===== config.mk =====
export PLATFORM = sky130hd
export DESIGN_NAME = sd_spi_init_and_block_read
export DESIGN_NICKNAME = d
export VERILOG_FILES = /design/src/sdspi_pkg.sv /design/src/sdspi_seq.sv /design/src/sd_spi_init_and_block_read.sv
export SDC_FILE = /design/constraint.sdc
export NUM_CORES = 1
export LEC_CHECK = 0
export BUFFER_PORTS_ARGS = -buffer_cell sky130_fd_sc_hd__buf_2
export CAP_MARGIN = 10
export CORE_UTILIZATION = 60
export CTS_CLUSTER_DIAMETER = 150
export DETAILED_ROUTE_END_ITERATION = 10
export GPL_ROUTABILITY_DRIVEN = 0
export PLACE_DENSITY = 0.81
export SYNTH_ARGS = -nofsm -noshare
export SYNTH_HDL_FRONTEND = slang
export SYNTH_SLANG_ARGS = --single-unit

===== constraint.sdc =====
create_clock -name clk -period 8.9 [get_ports clk]
set_input_delay 0.89 -clock clk [delete_from_list [all_inputs] [get_ports clk]]
set_output_delay 0.89 -clock clk [all_outputs]
set_load 0.005 [all_outputs]

===== src/sdspi_pkg.sv =====
`default_nettype none
package sdspi_pkg;
	localparam int BLOCK_BYTES_DEF = 512;
	localparam int WAKE_BYTES_DEF = 10;
	localparam logic [15:0] BUSY_LIMIT_RST = 16'd300;
	localparam logic [15:0] TOKEN_LIMIT_RST = 16'd300;
	localparam logic [7:0] RESP_LIMIT_RST = 8'd255;

	localparam logic [1:0] FUNC_INIT = 2'd1;
	localparam logic [1:0] FUNC_READ = 2'd2;

	localparam logic [1:0] REG_BUSY = 2'd0;
	localparam logic [1:0] REG_TOKEN = 2'd1;
	localparam logic [1:0] REG_RESP = 2'd2;

	localparam logic [5:0] OP_RESET_CARD = 6'd0;
	localparam logic [5:0] OP_IF_COND = 6'd8;
	localparam logic [5:0] OP_READ_ONE = 6'd17;
	localparam logic [5:0] OP_APP_INIT = 6'd41;
	localparam logic [5:0] OP_APP_PREFIX = 6'd55;
	localparam logic [5:0] OP_READ_OCR = 6'd58;

	localparam logic [1:0] KIND_NONE = 2'd0;
	localparam logic [1:0] KIND_V1 = 2'd1;
	localparam logic [1:0] KIND_V2 = 2'd2;
	localparam logic [1:0] KIND_HC = 2'd3;

	localparam logic [2:0] ERR_OK = 3'd0;
	localparam logic [2:0] ERR_REJECT = 3'd1;
	localparam logic [2:0] ERR_TIMEOUT = 3'd2;
	localparam logic [2:0] ERR_TOKEN = 3'd3;
	localparam logic [2:0] ERR_RANGE = 3'd4;

	typedef enum logic [3:0] {
		PH_IDLE, PH_WAKE, PH_BUSY, PH_FRAME, PH_RESP, PH_ECHO, PH_OCR, PH_TOKEN, PH_DATA
	} phase_t;

	typedef struct packed {
		logic [7:0] tx_byte;
		logic       deselect;
		logic       data_valid;
		logic [7:0] data_byte;
		logic       request_done;
		logic [2:0] error_code;
		logic [1:0] card_kind;
		logic [7:0] last_status;
	} result_t;

	typedef struct packed {
		logic [15:0] busy;
		logic [15:0] token;
		logic [7:0]  resp;
	} limits_t;
endpackage
`default_nettype wire


===== src/sdspi_seq.sv =====
`default_nettype none
module sdspi_seq #(
	parameter int BLOCK_BYTES = sdspi_pkg::BLOCK_BYTES_DEF,
	parameter int WAKE_BYTES = sdspi_pkg::WAKE_BYTES_DEF
) (
	input  wire logic              clk,
	input  wire logic              arst_n,
	input  wire logic              step,
	input  wire logic [1:0]        func,
	input  wire logic [7:0]        rx_byte,
	input  wire logic [31:0]       block_number,
	input  wire logic [8:0]        window_offset,
	input  wire logic [9:0]        window_length,
	input  wire sdspi_pkg::limits_t lim,
	output sdspi_pkg::result_t     res
);
	import sdspi_pkg::*;

	localparam int IW = $clog2(BLOCK_BYTES + 3);
	localparam logic [IW-1:0] LAST_IDX = IW'(BLOCK_BYTES + 2);
	localparam logic [IW-1:0] WAKE_IDX = IW'(WAKE_BYTES);
	localparam logic [10:0] BLK = 11'(BLOCK_BYTES);

	phase_t ph_q, ph_d;
	logic [IW-1:0] idx_q, idx_d;
	logic [16:0] poll_q, poll_d;
	logic [31:0] arg_q, arg_d;
	logic [5:0] code_q, code_d;
	logic [1:0] kind_q, kind_d;
	logic [7:0] resp_q, resp_d;
	logic [9:0] ws_q, ws_d, wn_q, wn_d;
	result_t r;

	logic [15:0] busy_lim;
	logic [7:0] resp_lim;
	logic [10:0] pos, wend;
	logic [7:0] fb;
	logic [2:0] fi;

	assign busy_lim = (lim.busy == 16'd0) ? 16'd1 : lim.busy;
	assign resp_lim = (lim.resp == 8'd0) ? 8'd1 : lim.resp;
	assign pos = 11'(idx_q) - 11'd1;
	assign wend = 11'(ws_q) + 11'(wn_q);
	assign fi = idx_q[2:0];

	always_comb begin
		case (fi)
			3'd1: fb = arg_q[31:24];
			3'd2: fb = arg_q[23:16];
			3'd3: fb = arg_q[15:8];
			3'd4: fb = arg_q[7:0];
			default: fb = (code_q == OP_RESET_CARD) ? 8'h95 :
				(code_q == OP_IF_COND) ? 8'h87 : 8'hFF;
		endcase
	end

	always_comb begin
		ph_d = ph_q; idx_d = idx_q; poll_d = poll_q; arg_d = arg_q; code_d = code_q;
		kind_d = kind_q; resp_d = resp_q; ws_d = ws_q; wn_d = wn_q;
		r = '0;
		r.tx_byte = 8'hFF;
		r.deselect = 1'b1;
		if (func == FUNC_INIT) begin
			resp_d = 8'd0;
			ph_d = PH_WAKE;
			idx_d = IW'(1);
		end else if (func == FUNC_READ) begin
			if (window_length == 10'd0) begin
				ph_d = PH_IDLE; r.request_done = 1'b1;
			end else if (11'(window_offset) + 11'(window_length) > BLK) begin
				ph_d = PH_IDLE; r.request_done = 1'b1; r.error_code = ERR_RANGE;
			end else begin
				ws_d = 10'(window_offset);
				wn_d = window_length;
				ph_d = PH_BUSY; code_d = OP_READ_ONE; poll_d = 17'd1;
				arg_d = (kind_q == KIND_HC) ? block_number : {block_number[22:0], 9'd0};
				r.deselect = 1'b0;
			end
		end else begin
			unique case (ph_q)
				PH_WAKE: begin
					if (idx_q < WAKE_IDX) begin
						idx_d = idx_q + IW'(1);
					end else begin
						ph_d = PH_BUSY; code_d = OP_RESET_CARD; arg_d = '0; poll_d = 17'd1;
						r.deselect = 1'b0;
					end
				end
				PH_BUSY: begin
					r.deselect = 1'b0;
					if (rx_byte == 8'hFF || poll_q >= 17'(busy_lim)) begin
						ph_d = PH_FRAME;
						r.tx_byte = 8'h40 | {2'b00, code_q};
						idx_d = IW'(1);
					end else begin
						poll_d = poll_q + 17'd1;
					end
				end
				PH_FRAME: begin
					r.deselect = 1'b0;
					if (idx_q < IW'(6)) begin
						r.tx_byte = fb;
						idx_d = idx_q + IW'(1);
					end else begin
						ph_d = PH_RESP; poll_d = 17'd1;
					end
				end
				PH_RESP: begin
					resp_d = rx_byte;
					r.deselect = 1'b0;
					if (!rx_byte[7] || poll_q >= 17'(resp_lim)) begin
						poll_d = 17'd1;
						ph_d = PH_BUSY;
						arg_d = '0;
						case (code_q)
							OP_RESET_CARD: begin
								if (rx_byte == 8'h01) begin
									code_d = OP_IF_COND; arg_d = 32'h1AA;
								end else begin
									code_d = OP_RESET_CARD;
								end
							end
							OP_IF_COND: begin
								if (rx_byte[2]) begin
									kind_d = KIND_V1; code_d = OP_APP_PREFIX;
								end else begin
									ph_d = PH_ECHO; idx_d = IW'(1); poll_d = poll_q; arg_d = arg_q;
								end
							end
							OP_APP_PREFIX: begin
								code_d = OP_APP_INIT;
								arg_d = (kind_q == KIND_V2) ? 32'h4000_0000 : 32'd0;
							end
							OP_APP_INIT: begin
								if (rx_byte != 8'd0) begin
									code_d = OP_APP_PREFIX;
								end else if (kind_q == KIND_V2) begin
									code_d = OP_READ_OCR;
								end else begin
									ph_d = PH_IDLE; poll_d = poll_q; arg_d = arg_q;
									r.deselect = 1'b1; r.request_done = 1'b1;
								end
							end
							OP_READ_OCR: begin
								ph_d = PH_OCR; idx_d = IW'(1); poll_d = poll_q; arg_d = arg_q;
							end
							default: begin
								arg_d = arg_q;
								if (rx_byte != 8'd0) begin
									ph_d = PH_IDLE; poll_d = poll_q;
									r.deselect = 1'b1; r.request_done = 1'b1;
									r.error_code = ERR_REJECT;
								end else begin
									ph_d = PH_TOKEN; poll_d = 17'd0;
								end
							end
						endcase
					end else begin
						poll_d = poll_q + 17'd1;
					end
				end
				PH_ECHO: begin
					resp_d = rx_byte;
					r.deselect = 1'b0;
					if (idx_q < IW'(4)) begin
						idx_d = idx_q + IW'(1);
					end else begin
						kind_d = KIND_V2;
						ph_d = PH_BUSY; code_d = OP_APP_PREFIX; arg_d = '0; poll_d = 17'd1;
					end
				end
				PH_OCR: begin
					if (idx_q == IW'(1) && rx_byte[7:6] == 2'b11) kind_d = KIND_HC;
					if (idx_q < IW'(4)) begin
						idx_d = idx_q + IW'(1);
						r.deselect = 1'b0;
					end else begin
						ph_d = PH_IDLE; r.request_done = 1'b1;
					end
				end
				PH_TOKEN: begin
					resp_d = rx_byte;
					if (rx_byte == 8'hFF) begin
						if (poll_q > 17'(lim.token)) begin
							ph_d = PH_IDLE; r.request_done = 1'b1; r.error_code = ERR_TIMEOUT;
						end else begin
							poll_d = poll_q + 17'd1; r.deselect = 1'b0;
						end
					end else if (rx_byte == 8'hFE) begin
						ph_d = PH_DATA; idx_d = IW'(1); r.deselect = 1'b0;
					end else begin
						ph_d = PH_IDLE; r.request_done = 1'b1; r.error_code = ERR_TOKEN;
					end
				end
				PH_DATA: begin
					if (pos >= 11'(ws_q) && pos < wend) begin
						r.data_valid = 1'b1; r.data_byte = rx_byte;
					end
					if (idx_q < LAST_IDX) begin
						idx_d = idx_q + IW'(1); r.deselect = 1'b0;
					end else begin
						ph_d = PH_IDLE; r.request_done = 1'b1;
					end
				end
				default: ph_d = PH_IDLE;
			endcase
		end
		r.card_kind = kind_d;
		r.last_status = resp_d;
	end

	always_ff @(posedge clk or negedge arst_n) begin
		if (!arst_n) begin
			ph_q <= PH_IDLE; idx_q <= '0; poll_q <= '0; arg_q <= '0; code_q <= '0;
			kind_q <= KIND_NONE; resp_q <= '0; ws_q <= '0; wn_q <= '0;
			res <= '0;
		end else if (step) begin
			ph_q <= ph_d; idx_q <= idx_d; poll_q <= poll_d; arg_q <= arg_d;
			code_q <= code_d; kind_q <= kind_d; resp_q <= resp_d; ws_q <= ws_d; wn_q <= wn_d;
			res <= r;
		end
	end
endmodule
`default_nettype wire


===== src/sd_spi_init_and_block_read.sv =====
// SD card SPI-mode host sequencer, one transaction per SPI byte exchange.
// Input channel (in_valid/in_stall): func selects a byte exchange (0 or 3),
// an init request (1) or a block read request (2) with block_number,
// window_offset and window_length. rx_byte is the byte the card returned
// for the previously issued tx_byte.
// Output channel (out_valid/out_stall): one result per input transaction:
// next tx_byte and deselect, an optional data byte, request_done,
// error_code, card_kind and last_status.
// out_valid rises in the cycle after acceptance. One transaction per cycle
// is sustained unless stalled; state update and result register form the
// only stage. in_stall is high only while a result is held and out_stall
// is high, so a stalled receiver blocks new input without losing results.
// Configuration writes (cfg_we, cfg_index, cfg_data) set the poll limits.
// Reset returns to idle, card kind unknown, limits 300/300/255.
`default_nettype none
module sd_spi_init_and_block_read #(
	parameter int BLOCK_BYTES = sdspi_pkg::BLOCK_BYTES_DEF,
	parameter int WAKE_BYTES = sdspi_pkg::WAKE_BYTES_DEF
) (
	input  wire logic        clk,
	input  wire logic        arst_n,
	input  wire logic        cfg_we,
	input  wire logic [1:0]  cfg_index,
	input  wire logic [15:0] cfg_data,
	input  wire logic        in_valid,
	output logic             in_stall,
	input  wire logic [1:0]  func,
	input  wire logic [7:0]  rx_byte,
	input  wire logic [31:0] block_number,
	input  wire logic [8:0]  window_offset,
	input  wire logic [9:0]  window_length,
	output logic             out_valid,
	input  wire logic        out_stall,
	output logic [7:0]       tx_byte,
	output logic             deselect,
	output logic             data_valid,
	output logic [7:0]       data_byte,
	output logic             request_done,
	output logic [2:0]       error_code,
	output logic [1:0]       card_kind,
	output logic [7:0]       last_status
);
	import sdspi_pkg::*;

	limits_t lim_q;
	result_t res;
	logic step;
	logic vld_q;

	assign in_stall = vld_q & out_stall;
	assign step = in_valid & ~in_stall;
	assign out_valid = vld_q;

	always_ff @(posedge clk or negedge arst_n) begin
		if (!arst_n) begin
			lim_q <= '{busy: BUSY_LIMIT_RST, token: TOKEN_LIMIT_RST, resp: RESP_LIMIT_RST};
			vld_q <= 1'b0;
		end else begin
			if (cfg_we) begin
				unique case (cfg_index)
					REG_BUSY: lim_q.busy <= cfg_data;
					REG_TOKEN: lim_q.token <= cfg_data;
					REG_RESP: lim_q.resp <= cfg_data[7:0];
					default: ;
				endcase
			end
			if (step) vld_q <= 1'b1;
			else if (!out_stall) vld_q <= 1'b0;
		end
	end

	sdspi_seq #(.BLOCK_BYTES(BLOCK_BYTES), .WAKE_BYTES(WAKE_BYTES)) u_seq (
		.clk, .arst_n, .step, .func, .rx_byte, .block_number, .window_offset,
		.window_length, .lim(lim_q), .res
	);

	assign tx_byte = res.tx_byte;
	assign deselect = res.deselect;
	assign data_valid = res.data_valid;
	assign data_byte = res.data_byte;
	assign request_done = res.request_done;
	assign error_code = res.error_code;
	assign card_kind = res.card_kind;
	assign last_status = res.last_status;

	a_hold: assert property (@(posedge clk) disable iff (!arst_n)
		out_valid && out_stall |=> out_valid && $stable(tx_byte) && $stable(last_status))
		else $error("result changed under stall");
	a_done_cs: assert property (@(posedge clk) disable iff (!arst_n)
		out_valid && request_done |-> deselect)
		else $error("done with card selected");
	a_err: assert property (@(posedge clk) disable iff (!arst_n)
		out_valid && !request_done |-> error_code == ERR_OK)
		else $error("error without done");
	a_dv: assert property (@(posedge clk) disable iff (!arst_n)
		out_valid && !data_valid |-> data_byte == 8'd0)
		else $error("data byte without valid");
endmodule
`default_nettype wire

==> reports/qor.csv <==
metric,value,unit
startpoint_type,flip-flop,
die_w,137,um
synth_warnings,0,
core,17500,um^2
synth_most_common_cell,dfrtp_1,
clock_path_buffers,2,
yosys_most_used_dff,dfrtp_1,
wl,27800,um
grt_pass1_vias,9134,
synth_top_area_cell,dfrtp_1,
synth.distinct_cells,79,
p_per_area,232,nW/um^2
tritoncts,built,
htree_levels,4,
finalClockSkew,0.0104,ns
cts-root-buf,clkbuf_16,
cp.arrival,4.28,ns
finalCritPeriodShare,43.9,%
seq_area_frac_synth,37.1,%
synth_top_area_share,33.3,%
ir_worst_vdd,175,uV
startpoint,u_seq.ws_q[0],
cpMaxStageDelayCell,a211oi_2,
r2r_start,u_seq.ws_q[0],
status,"finished, final reports clean",
final_antenna_net_count,0,
stdcell_area,12200,um^2
wl_per_cell,18.5,um
synth-edff-count,0,
fin_crit,3.91,ns
hold_class,input pin to async pin,
setup_viol,0,
syn_inst,1178,
dp_hpwl,19900,um
num_antenna_cells,0,
async_flop_share,100,%
numPortBuffers,117,
path_class,flip-flop to flip-flop,
fin_util,69.4,%
grt_pass1_wl,45700,um
drtIter0Drc,802,
path_clk_slew,0.07,ns
cp_data_required_time,9.28,ns
area_growth,11.6,%
max_cap_violations,0,
grt.total_usage,31.2,%
syn_nets,1350,
rsz0062_at_grt,false,
critPathCaptureType,flip-flop,
ctsResizeCount,0,
gr-total-overflow,0,
clk_latency,0.45,ns
start_util,62.2,%
ios,118,
place_area,11500,um^2
first_pass_iters,6,
numCtsBuffers,17,
drive_above_1_share,20.8,%
synth_area,10900,um^2
dieHeight,137,um
syn_avg_cell_area,9.25,um^2
tns,0,ns
critPathMaxStageDelay,0.53,ns
ys_top_cells_by_count,"dfrtp_1, nand2_1, ha_1",
relSlewSlack,32.7,%
grt_max_degree,90,
critPathBufInv,1,
yosys-top-cells-area,"dfrtp_1, ha_1, mux2_2",
crit_fanout,9,
crit_family,compound AO/OA/AOI/OAI gates,
holdBufCountCts,0,
rows,48,
antenna_found_initial,0,
tightest_slew,1.01,ns
path_cells,"ha_1, inv_1, fa_1, nor2b_1, o21ai_0, a21oi_1, o21ai_0, a21oi_1, o21ai_0, a21oi_1, nand2b_1, ha_1, a211o_1, o2111a_1, a211oi_2, a22o_2",
final_nets,1435,
synth-seq-cells,161,
vias_per_cell,6.34,
drc,0,
cts_sinks,161,
p_leak,5.93,nW
drv_slew,0,
die-area,18700,um^2
hold_viol_final,0,
vias,9519,
post-cts-setup-buffers,0,
max_freq,0.256,GHz
[through the flow]
step	hold WS, ns	total power [mW]	setup WS [ns]	instances
final	0.486	2.82	4.99	1501
after global routing	0.500	3.00	4.70	1501
after CTS	0.488	2.80	5.00	1500
after detailed placement	0.474	1.98	4.98	1468
after global placement	0.458	1.94	5.04	1468
after floorplan	0.467	1.71	5.49	1178
[report_power, final]
group	switching, mW	internal, mW	leakage (nW)	total, mW
Clock	0.330	0.484	0.312	0.814
Sequential	0.150	0.859	2.03	1.01
Combinational	0.579	0.421	3.59	1.00
Total	1.06	1.76	5.93	2.82
[worst paths after layout]
kind                                    to  slack, ns  cells after the start
setup / recovery             u_seq.res[18]       4.99                     16
hold / removal             u_seq.arg_q[17]       0.49                      1
setup reg to reg             u_seq.res[18]       4.99                     16
hold reg to reg              u_seq.res[11]       0.49                      2
max in group asynchronous        lim_q[22]       6.96                      2
min in group clk             u_seq.res[11]       0.49                      2
[final cells by class]
class | count | area (um^2)
clock buffers | 19 | 443
clock inverters | 13 | 196
fillers | 1365 | 5370
inverters | 82 | 308
multi-input cells | 878 | 6250
flip-flops and latches | 161 | 4050
well taps | 225 | 282
repair buffers | 123 | 641
[worst register-to-register path, stage by stage (launching register included)]
cell,delay (ns)
dfrtp_1,0.39
ha_1,0.19
inv_1,0.05
fa_1,0.39
nor2b_1,0.12
o21ai_0,0.12
a21oi_1,0.20
o21ai_0,0.13
a21oi_1,0.20
o21ai_0,0.12
a21oi_1,0.20
nand2b_1,0.15
ha_1,0.25
a211o_1,0.29
o2111a_1,0.25
a211oi_2,0.53
a22o_2,0.25
[sequential cells by signal, summed over array words and instances, names as in the netlist]
name and count:
u_seq.wn_q 10, u_seq.kind_q 2, u_seq.res 22, u_seq.ws_q 9
u_seq.ph_q 4, u_seq.code_q 6, lim_q 40, u_seq.idx_q 10
out_valid 1, u_seq.resp_q 8, u_seq.poll_q 17, u_seq.arg_q 32
[cell families after synthesis]
group	after synthesis	share of synthesized area (%)
compound gates	302	18.6
xor+xnor	18	1.45
simple gates	381	17.3
fa+ha+maj	88	10.2
buf+inv	139	5.63
flops	161	37.1
mux	89	9.62
[cell usage in the layout (no fill, tap or decap), drive strengths merged, types with 6 or more instances in the layout]
| master | netlist | routed |
|---|---|---|
| or3 | 9 | 9 |
| nand2b | 27 | 27 |
| nor2b | 8 | 8 |
| ha | 86 | 86 |
| mux2 | 78 | 78 |
| o31ai | 10 | 10 |
| nand3 | 29 | 29 |
| nor3 | 23 | 23 |
| dfstp | 16 | 16 |
| a22o | 17 | 17 |
| xnor2 | 9 | 9 |
| xor2 | 9 | 9 |
| inv | 82 | 89 |
| a21boi | 26 | 26 |
| dfrtp | 145 | 145 |
| a22oi | 7 | 7 |
| nand2 | 141 | 141 |
| nor4 | 13 | 13 |
| clkbuf | 37 | 19 |
| nand4 | 18 | 18 |
| a21oi | 43 | 43 |
| a211oi | 17 | 17 |
| nor2 | 55 | 55 |
| or4 | 6 | 6 |
| a21o | 16 | 16 |
| o21ai | 76 | 76 |
| a32oi | 8 | 8 |
| and3 | 24 | 24 |
| buf | 20 | 123 |
| a31oi | 38 | 38 |
| mux2i | 11 | 11 |
[per-layer routing]
metal  up-vias  wire (um)  track usage, %  part of all wire (%)
met4         0        589            10.6                   2.1
li1       4449          -               -                     -
met1      4546      12600            43.8                    45
met2       461      12400            48.1                    45
met5         -          0               0                     0
met3        63       2190            6.26                   7.9
No activity file was read; power rests on OpenSTA's default activity.
